## src/rtl/dace_pkg.sv

```systemverilog
// Shared types, opcodes and helpers for the digraph adjacency contraction engine.
// No dependencies; used by dace_ctrl, dace_datapath and the top level.
package dace_pkg;

   localparam int MAX_VERTICES = 64;
   localparam int ROWS         = (MAX_VERTICES < 64) ? MAX_VERTICES : 64;
   localparam int ROW_W        = (ROWS > 1) ? $clog2(ROWS) : 1;
   localparam int VERT_W       = 6;
   localparam int OP_W         = 4;
   localparam int COUNT_W      = 7;
   localparam int ROW_BITS     = 64;

   typedef logic [OP_W-1:0]     opcode_type;
   typedef logic [VERT_W-1:0]   vertex_type;
   typedef logic [COUNT_W-1:0]  count_type;
   typedef logic [ROW_BITS-1:0] row_type;
   typedef logic [ROW_W-1:0]    addr_type;
   typedef logic [1:0]          sel_type;

   localparam opcode_type OP_INIT     = 4'd0;
   localparam opcode_type OP_ADD_ARC  = 4'd1;
   localparam opcode_type OP_DEL_ARC  = 4'd2;
   localparam opcode_type OP_ADD_EDGE = 4'd3;
   localparam opcode_type OP_DEL_EDGE = 4'd4;
   localparam opcode_type OP_ADD_TERM = 4'd5;
   localparam opcode_type OP_DEL_VERT = 4'd6;
   localparam opcode_type OP_CONTRACT = 4'd7;
   localparam opcode_type OP_QUERY    = 4'd8;

   // Row address selection for a paired read of both matrices
   localparam sel_type SEL_AB = 2'd0;   // out row a, in row b
   localparam sel_type SEL_BA = 2'd1;   // out row b, in row a
   localparam sel_type SEL_AA = 2'd2;   // out row a, in row a
   localparam sel_type SEL_K  = 2'd3;   // sweep row k in both

   localparam count_type ROWS_LIMIT    = COUNT_W'(ROWS);
   localparam count_type VCOUNT_RESET  = COUNT_W'(64);
   localparam count_type RESET_LIMIT   =
      (VCOUNT_RESET < ROWS_LIMIT) ? VCOUNT_RESET : ROWS_LIMIT;
   localparam addr_type  LAST_ROW      = ROW_W'(ROWS - 1);

   typedef struct packed {
      logic    load_item;
      logic    init_graph;
      logic    set_terminal;
      logic    drop_masks;
      logic    rd_pair;
      sel_type sel;
      logic    wr_arc;
      logic    snap;
      logic    wr_sweep;
      logic    acc_query;
      logic    clr_count;
      logic    inc_count;
      logic    load_rsp;
   } cmd_type;

   typedef struct packed {
      opcode_type op;
      logic       bad;
      logic       sweep_last;
      logic       rsp_free;
   } status_type;

   // Low n bits set, saturating at the full row
   function automatic row_type low_mask(input count_type n);
      row_type m;
      m = '0;
      for (int i = 0; i < ROW_BITS; i++) begin
         m[i] = (COUNT_W'(i) < n);
      end
      return m;
   endfunction

   function automatic row_type bit_of(input vertex_type v);
      return row_type'(1) << v;
   endfunction

endpackage

```

## src/rtl/dace_ctrl.sv

```systemverilog
// Sequencer for the contraction engine: accepts items and steps the datapath.
// Depends on dace_pkg (command/status structs, opcodes, select codes).
module dace_ctrl (
   input  logic                  clock,
   input  logic                  reset,
   input  logic                  req_valid,
   output logic                  req_ready,
   input  dace_pkg::status_type  status,
   output dace_pkg::cmd_type     cmd
);

   localparam logic [3:0] S_IDLE     = 4'd0;
   localparam logic [3:0] S_DISPATCH = 4'd1;
   localparam logic [3:0] S_ARC1_RD  = 4'd2;
   localparam logic [3:0] S_ARC1_WR  = 4'd3;
   localparam logic [3:0] S_ARC2_RD  = 4'd4;
   localparam logic [3:0] S_ARC2_WR  = 4'd5;
   localparam logic [3:0] S_SNAP_RD  = 4'd6;
   localparam logic [3:0] S_SNAP_CAP = 4'd7;
   localparam logic [3:0] S_SWEEP_RD = 4'd8;
   localparam logic [3:0] S_SWEEP_WR = 4'd9;
   localparam logic [3:0] S_VIEW_RD  = 4'd10;
   localparam logic [3:0] S_DONE     = 4'd11;

   logic [3:0] state_ff;
   logic [3:0] state_in;

   always_ff @(posedge clock) begin
      if (reset) begin
         state_ff <= S_IDLE;
      end else begin
         state_ff <= state_in;
      end
   end

   always_comb begin
      cmd       = '0;
      req_ready = 1'b0;
      state_in  = state_ff;
      unique case (state_ff)
         S_IDLE: begin
            req_ready = 1'b1;
            if (req_valid) begin
               cmd.load_item = 1'b1;
               state_in      = S_DISPATCH;
            end
         end
         S_DISPATCH: begin
            cmd.clr_count = 1'b1;
            if (status.bad) begin
               state_in = S_VIEW_RD;
            end else begin
               unique case (status.op) inside
                  dace_pkg::OP_INIT: begin
                     cmd.init_graph = 1'b1;
                     state_in       = S_VIEW_RD;
                  end
                  dace_pkg::OP_ADD_TERM: begin
                     cmd.set_terminal = 1'b1;
                     state_in         = S_VIEW_RD;
                  end
                  dace_pkg::OP_ADD_ARC, dace_pkg::OP_DEL_ARC,
                  dace_pkg::OP_ADD_EDGE, dace_pkg::OP_DEL_EDGE: begin
                     state_in = S_ARC1_RD;
                  end
                  dace_pkg::OP_DEL_VERT, dace_pkg::OP_CONTRACT: begin
                     state_in = S_SNAP_RD;
                  end
                  dace_pkg::OP_QUERY: begin
                     state_in = S_SWEEP_RD;
                  end
                  default: begin
                     state_in = S_VIEW_RD;
                  end
               endcase
            end
         end
         S_ARC1_RD: begin
            cmd.rd_pair = 1'b1;
            cmd.sel     = dace_pkg::SEL_AB;
            state_in    = S_ARC1_WR;
         end
         S_ARC1_WR: begin
            cmd.wr_arc = 1'b1;
            if ((status.op == dace_pkg::OP_ADD_EDGE) ||
                (status.op == dace_pkg::OP_DEL_EDGE)) begin
               state_in = S_ARC2_RD;
            end else begin
               state_in = S_VIEW_RD;
            end
         end
         S_ARC2_RD: begin
            cmd.rd_pair = 1'b1;
            cmd.sel     = dace_pkg::SEL_BA;
            state_in    = S_ARC2_WR;
         end
         S_ARC2_WR: begin
            cmd.wr_arc = 1'b1;
            state_in   = S_VIEW_RD;
         end
         S_SNAP_RD: begin
            cmd.rd_pair = 1'b1;
            cmd.sel     = dace_pkg::SEL_AA;
            state_in    = S_SNAP_CAP;
         end
         S_SNAP_CAP: begin
            cmd.snap       = 1'b1;
            cmd.drop_masks = 1'b1;
            state_in       = S_SWEEP_RD;
         end
         S_SWEEP_RD: begin
            cmd.rd_pair = 1'b1;
            cmd.sel     = dace_pkg::SEL_K;
            state_in    = S_SWEEP_WR;
         end
         S_SWEEP_WR: begin
            if (status.op == dace_pkg::OP_QUERY) begin
               cmd.acc_query = 1'b1;
            end else begin
               cmd.wr_sweep = 1'b1;
            end
            cmd.inc_count = 1'b1;
            if (status.sweep_last) begin
               state_in = S_VIEW_RD;
            end else begin
               state_in = S_SWEEP_RD;
            end
         end
         S_VIEW_RD: begin
            cmd.rd_pair = 1'b1;
            cmd.sel     = dace_pkg::SEL_AA;
            state_in    = S_DONE;
         end
         S_DONE: begin
            // hold the read rows until the result register is free
            if (status.rsp_free) begin
               cmd.load_rsp = 1'b1;
               state_in     = S_IDLE;
            end
         end
         default: begin
            state_in = S_IDLE;
         end
      endcase
   end

endmodule

```

## config.mk

```make
export PLATFORM = sky130hd
export DESIGN_NAME = dace_ctrl
export DESIGN_NICKNAME = d
export VERILOG_FILES = /design/src/rtl/dace_pkg.sv /design/src/rtl/dace_ctrl.sv
export SDC_FILE = /design/constraint.sdc
export NUM_CORES = 1
export LEC_CHECK = 0
export BUFFER_PORTS_ARGS = -buffer_cell sky130_fd_sc_hd__buf_2
export CAP_MARGIN = 20
export CORE_AREA = 5 5 42 44
export DETAILED_ROUTE_END_ITERATION = 12
export DIE_AREA = 0 0 47 49
export GPL_TIMING_DRIVEN = 0
export MAX_ROUTING_LAYER = met4
export PLACE_DENSITY = 0.76
export SLEW_MARGIN = 25
export SYNTH_ARGS = -nofsm -noshare
export SYNTH_HDL_FRONTEND = slang
export SYNTH_SLANG_ARGS = --single-unit
```

## constraint.sdc

```tcl
create_clock -name clock -period 1.4 [get_ports clock]
set_input_delay 0.07 -clock clock [delete_from_list [all_inputs] [get_ports clock]]
set_output_delay 0.07 -clock clock [all_outputs]
set_load 0.005 [all_outputs]
```

==> results of run 1 <==
-- Yosys cell counts, drive strengths merged, types with 2 or more instances --
cell	instances	area (um2)
buf	5	32.5
a21oi	6	30.0
a31oi	3	18.8
nor2	7	26.3
nor4	2	18.8
nor3	2	10.0
dfxtp	4	80.1
nor4b	2	38.8
nand2	2	7.51
and2	2	12.5
nand2b	4	25.0
and3	3	18.8
inv	3	11.3
xor2	2	17.5
-- worst paths after layout --
| path | from | end | slack [ns] |
|---|---|---|---|
| max | state_ff[2] | cmd[11] | 0.004 |
| min | reset | state_ff[3] | 0.04 |
| max reg2reg | state_ff[2] | state_ff[3] | 0.18 |
| min reg2reg | state_ff[2] | state_ff[2] | 0.66 |
-- power groups by stage --
stage               Sequential, mW  Clock (mW)  Combinational, mW
floorplan                    0.169           0              0.250
global placement             0.178           0              0.368
detailed placement           0.180           0              0.373
CTS                          0.182       0.146              0.399
global route                 0.191       0.166              0.465
finish                       0.188       0.138              0.418
-- cell families (layout without fill, tap and decap cells) --
family,after synthesis,in the layout,share of synthesized area
simple gates,30,30,0.443
flops,4,4,0.169
compound gates,18,18,0.259
xor+xnor,2,2,0.0369
buf+inv,8,37,0.0923
-- stage by stage --
| step | power [mW] | std cells | cell area, um2 | worst slack (ns) |
|---|---|---|---|---|
| after CTS | 0.726 | 106 | 659 | -0.00257 |
| final | 0.744 | 107 | 684 | 0.00447 |
| after floorplan | 0.419 | 62 | 474 | 0.221 |
| after global routing | 0.823 | 107 | 684 | -0.0832 |
| after detailed placement | 0.553 | 102 | 614 | 0.106 |
| after global placement | 0.545 | 102 | 614 | 0.133 |
-- critical path, delay by kind of cell, from the launching register on --
family,cells,cell delay (ns)
buffers and inverters,1,0.10
AND/OR/NAND/NOR,3,0.65
flip-flops,1,0.34
-- repair_timing --
action / 4_1_cts / 5_1_grt
gates resized for setup: 5 / 6
setup endpoints to repair: 5 / 11
pin swaps: 1 / 2
buffers inserted: 1 / 1
-- layer usage --
layer | wire length, um | up-vias | track usage
li1 | - | 292 | -
met1 | 611 | 259 | 0.178
met2 | 650 | 17 | 0.181
met3 | 84 | 0 | 0.0332
met4 | 0 | 0 | 0.0691
met5 | 0 | - | -
-- area by class of cell --
class | instances | area (um2) | share of cell area
clock buffers | 3 | 22.5 | 0.0329
well taps | 16 | 20.0 | 0.0293
multi-input cells | 50 | 369 | 0.539
plain buffers | 5 | 38.8 | 0.0567
inverters | 3 | 11.3 | 0.0165
flip-flops and latches | 4 | 87.6 | 0.128
repair buffers | 26 | 135 | 0.197
==> impl_results.md, run 1 <==
* Post-synth top flop: dfxtp_1
* N_diodes at 0
* Synth warn at 0
* Initial antenna violation count at 0
* Largest regs: state_ff (4)
* Hold Path Stages at 2
* Mean Syn Cell Area at 7.65 um2
* Initial Util at 0.338
* Clk sinks at 4
* Via density at 5.31
* Layout Skew at 0.000746 ns
* H-tree Lvls at 1
* Synth Instances at 62
* Final wirelength at 1.35 mm
* Fillers at 154
* DRT iter0 DRCs at 5
* Slowest cell on crit path: dfxtp_2
* Setup crit start kind: register
* Final Hold Vio Count at 0
* Worst slew pin tran at 0.298 ns
* Biggest register: state_ff
* Cts bufs inserted at 3
* Combinational power share at 0.562
* #FFs+latches synth at 4
* Most common cell after layout, fill and taps aside: buf_2
* Core Util, Final at 0.488
* Setup-failing EPs final at 0
* Avg WL per Cell at 12.6 um
* Post-route minimum period at 1.40 ns
* Hold WS at 0.0431 ns
* Leakage at 0.336 nW
* Largest stage delay on the critical path at 0.34 ns
* Crit-path cells: nor4b_4 -> and2_4 -> and4b_1 -> buf_2
* Final-stage net count at 103
* Row cnt at 14
* Antenna Violating Nets Remaining at 0
* Clock slew at reported path FFs at 0.04 ns
* RSZ-0062 raised after global routing: true
* Die span in x at 47 um
* Post-CTS Hold Buffers at 0
* Number of detailed-route iterations in the first pass at 2
* Reg2Reg Depth at 5
* Synthesized net count at 72
* Worst Path Required at 1.33 ns
* Max reg flops at 4
* CTS Buffer Depth at 2
* Die Y at 49 um
* Final Slew Violations at 0
* Switch share at 0.391
* Hold crit path type: in2reg
* Crit end category: output port
* Io pins at 25
* CTS tree: built
* Number of synthesized flops with an enable pin at 0
* Most frequent cells in the layout: buf_2 (25), nor2_1 (7), a21oi_1 (6), buf_4 (5), nand2b_1 (4)
* DRC Markers at 0
* Largest net degree at the start of global routing at 11
* Max Fanout on Critical Path at 4
* Vias in the first global route at 497
* Tot GR Track Use at 0.133
* Total core area at 0.00140 mm2
* Critical Path AT at 1.33 ns
* Setup TNS at 0 ns
* Register area share after synthesis at 0.169
* RePlAce Congestion at 0.851
* Reg power frac at 0.253
* Grt ovf at 0
* Crit path kind: reg2out
* Internal at 0.453 mW
* Vias at 568
* Clock Latency Late Sink at 0.23 ns
* Fmax at 0.717 GHz
* Total net switching power at 0.291 mW
* PwrDens at 1090 mW/mm2
* # Max-Cap Violations at 0
* Area delta synth->final at 44.3%
* DIE AREA at 0.00230 mm2
* Synth unique cells at 32
* Clock Tree Root: clkbuf_4
* Run status: finished, final reports clean
* First-pass GRT wire length at 2.23 mm
* Ys async rst share at 0
* Synth Cell Area at 474 um2
* Layout cells sized above 1 at 0.505
* Final Cycle Share at 0.997
* Max-slew headroom at 0.801
* Clock power share at 0.185
* I/O Buffers at 24
* Worst vdd ir at 0.543 mV
* Dpl hpwl at 1.01 mm
Power figures use the tool's default switching activity.
==> run 2: changes to the inputs <==
Settings changed: CELL_PAD_IN_SITES_DETAIL_PLACEMENT set to 0, CELL_PAD_IN_SITES_GLOBAL_PLACEMENT set to 1, CORE_AREA 5 5 42 44 to unset, CORE_MARGIN set to 5, CORE_UTILIZATION set to 29, DIE_AREA 0 0 47 49 to unset, GPL_ROUTABILITY_DRIVEN set to 1, PLACE_DENSITY 0.76 to 0.78.
==> run 2 against run 1 <==
Compared with the run above:
- the run now ends with setup timing left
- register-to-register slack got worse by 0.07 ns
- sequential share of layout area decreased by 0.55 points
- sequential power decreased by 3%
- via count increased by 3.0%
- critical path depth unchanged
- global-route usage decreased by 2.6 points
- core utilization decreased by 0.56 points
- clock skew increased by 0.0021 ns
- critical path type unchanged
==> impl_results.md, run 2 (synthesis results as in run 1) <==
* Run status: complete, but fails checks (was finished, final reports clean)
* Violated checks: setup timing
* Worst R2R End: state_ff[1] (was state_ff[3])
* Crit end category: output port (unchanged)
* Via density at 5.22 (was 5.31)
* Row cnt at 14 (unchanged)
* Slowest cell on crit path: dfxtp_2 (unchanged)
* Vias in the first global route at 488 (was 497)
* Post-route minimum period at 1.41 ns (was 1.40 ns)
* H-tree Lvls at 1 (unchanged)
* Vias at 585 (was 568)
* Max-slew headroom at 0.776 (was 0.801)
* FF-to-FF setup slack at 0.11 ns (was 0.18 ns)
* Worst Setup SP: state_ff[3] (was state_ff[2])
* Reg power frac at 0.228 (was 0.253)
* FF/Latch Area at 90.1 um2 (was 87.6 um2)
* Dpl hpwl at 1.07 mm (was 1.01 mm)
* Final Cycle Share at 1.00 (was 0.997)
* Fmax at 0.711 GHz (was 0.717 GHz)
* Final wirelength at 1.46 mm (was 1.35 mm)
* Setup crit start kind: register (unchanged)
* Setup ws final at -0.00641 ns (was 0.00447 ns)
* Pre-CTS setup slack at 0.124 ns (was 0.106 ns)
* Clock power share at 0.172 (was 0.185)
* Biggest register: state_ff (unchanged)
* Reg2Reg Depth at 6 (was 5)
* DRT iter0 DRCs at 4 (was 5)
* RePlAce Congestion at 0.800 (was 0.851)
* # Max-Cap Violations at 0 (unchanged)
* Largest net degree at the start of global routing at 11 (unchanged)
* Hold WS at 0.0483 ns (was 0.0431 ns)
* Largest stage delay on the critical path at 0.36 ns (was 0.34 ns)
* Avg WL per Cell at 13.0 um (was 12.6 um)
* Worst vdd ir at 0.742 mV (was 0.543 mV)
* Crit-path cells: nor4b_4 -> and2_4 -> and4b_1 -> buf_2 (unchanged)
* Most frequent cells in the layout: buf_2 (25), buf_4 (8), nor2_1 (7), a21oi_1 (6), nand2b_1 (4) (was buf_2 (25), nor2_1 (7), a21oi_1 (6), buf_4 (5), nand2b_1 (4))
* N_diodes at 0 (unchanged)
* Initial antenna violation count at 0 (unchanged)
* Grt ovf at 0 (unchanged)
* Clock Latency Late Sink at 0.23 ns (about the same)
* Number of detailed-route iterations in the first pass at 2 (unchanged)
* Tot GR Track Use at 0.107 (was 0.133)
* Clk sinks at 4 (unchanged)
* Combinational power share at 0.601 (was 0.562)
* First-pass GRT wire length at 2.13 mm (was 2.23 mm)
* Layout Skew at 0.00282 ns (was 0.000746 ns)
* Area delta synth->final at 55.1% (was 44.3%)
* Initial Util at 0.311 (was 0.338)
* Internal at 0.496 mW (was 0.453 mW)
* Clock slew at reported path FFs at 0.04 ns (about the same)
* Switch share at 0.385 (was 0.391)
* Hold crit path type: in2reg (unchanged)
* Die span in x at 50.4 um (was 47 um)
* Cts bufs inserted at 3 (unchanged)
* Total core area at 0.00152 mm2 (was 0.00140 mm2)
* Die Y at 50.4 um (was 49 um)
* Setup-failing EPs final at 1 (was 0)
* DIE AREA at 0.00254 mm2 (was 0.00230 mm2)
* Final Hold Vio Count at 0 (unchanged)
* Critical R2R Launch: state_ff[1] (was state_ff[2])
* DRC Markers at 0 (unchanged)
* Fillers at 166 (was 154)
* Layout cells sized above 1 at 0.521 (was 0.505)
* Final Slew Violations at 0 (unchanged)
* Antenna Violating Nets Remaining at 0 (unchanged)
* RSZ-0062 raised after global routing: true (unchanged)
* Most common cell after layout, fill and taps aside: buf_2 (unchanged)
* Io pins at 25 (unchanged)
* CTS tree: built (unchanged)
* PwrDens at 1100 mW/mm2 (was 1090 mW/mm2)
* Worst slew pin tran at 0.334 ns (was 0.298 ns)
* Largest regs: state_ff (4) (unchanged)
* Total net switching power at 0.310 mW (was 0.291 mW)
* Max reg flops at 4 (unchanged)
* Crit path kind: reg2out (unchanged)
* Max Fanout on Critical Path at 6 (was 4)
* Critical Path AT at 1.34 ns (was 1.33 ns)
* Final-stage net count at 108 (was 103)
* I/O Buffers at 24 (unchanged)
* Clock Tree Root: clkbuf_4 (unchanged)
* Leakage at 0.367 nW (was 0.336 nW)
* Worst Setup EP: cmd[11] (unchanged)
* Area of the multi-input gates at 373 um2 (was 369 um2)
* CTS Buffer Depth at 2 (unchanged)
* Worst Path Required at 1.33 ns (about the same)
-- run 2: worst min path at each step --
stage             endpoint  start  depth (start not counted)  slack, ns
6_report       state_ff[3]  reset                          2       0.05
3_3_place_gp   state_ff[3]  reset                          2       0.30
2_1_floorplan  state_ff[2]  reset                          1       0.14
3_5_place_dp   state_ff[1]  reset                          2       0.29
5_1_grt        state_ff[1]  reset                          2       0.05
4_1_cts        state_ff[3]  reset                          2       0.03
-- run 2: what timing repair did --
| item | CTS | global route |
|---|---|---|
| gates resized for setup | 5 | 9 |
| endpoints found under the setup margin | 5 | 8 |
| gates cloned | 0 | 0 |
| hold buffers | 0 | 0 |
| pin swaps | 1 | 3 |
| setup buffers | 1 | 6 |
-- run 2: power by group through the flow --
stage,Sequential (mW),Combinational (mW),Clock [mW]
detailed placement,0.180,0.374,0
global route,0.187,0.525,0.160
floorplan,0.169,0.250,0
CTS,0.182,0.399,0.147
finish,0.183,0.484,0.138
global placement,0.181,0.374,0
-- run 2: through the flow --
stage | total power, mW | utilization | area (um2) | setup TNS, ns | instances
3_5_place_dp | 0.553 | 0.403 | 614 | 0 | 102
3_3_place_gp | 0.555 | 0.403 | 614 | 0 | 102
4_1_cts | 0.727 | 0.433 | 659 | -0.00915 | 106
5_1_grt | 0.872 | 0.483 | 736 | -0.112 | 112
6_report | 0.806 | 0.483 | 736 | -0.00641 | 112
2_1_floorplan | 0.419 | - | 474 | 0 | 62
-- run 2: critical path, delay by kind of cell (launching register included) --
kind	cells	cell delay (ns)
flops	1	0.36
simple gates	3	0.64
buf+inv	1	0.11
-- run 2: cell type report --
cell class              count  area share
multi-input cells          50       0.507
flip-flops and latches      4       0.122
clock buffers               3      0.0306
plain buffers               5      0.0629
well taps                  16      0.0272
inverters                   3      0.0153
repair buffers             31       0.235
-- run 2: layer usage --
metal / GRT usage / routed length [um] / vias up
met2: 0.174 / 773 / 8
met1: 0.124 / 616 / 274
met4: 0.0511 / 17 / 0
met3: 0.0237 / 52 / 2
met5: - / 0 / -
li1: - / - / 301
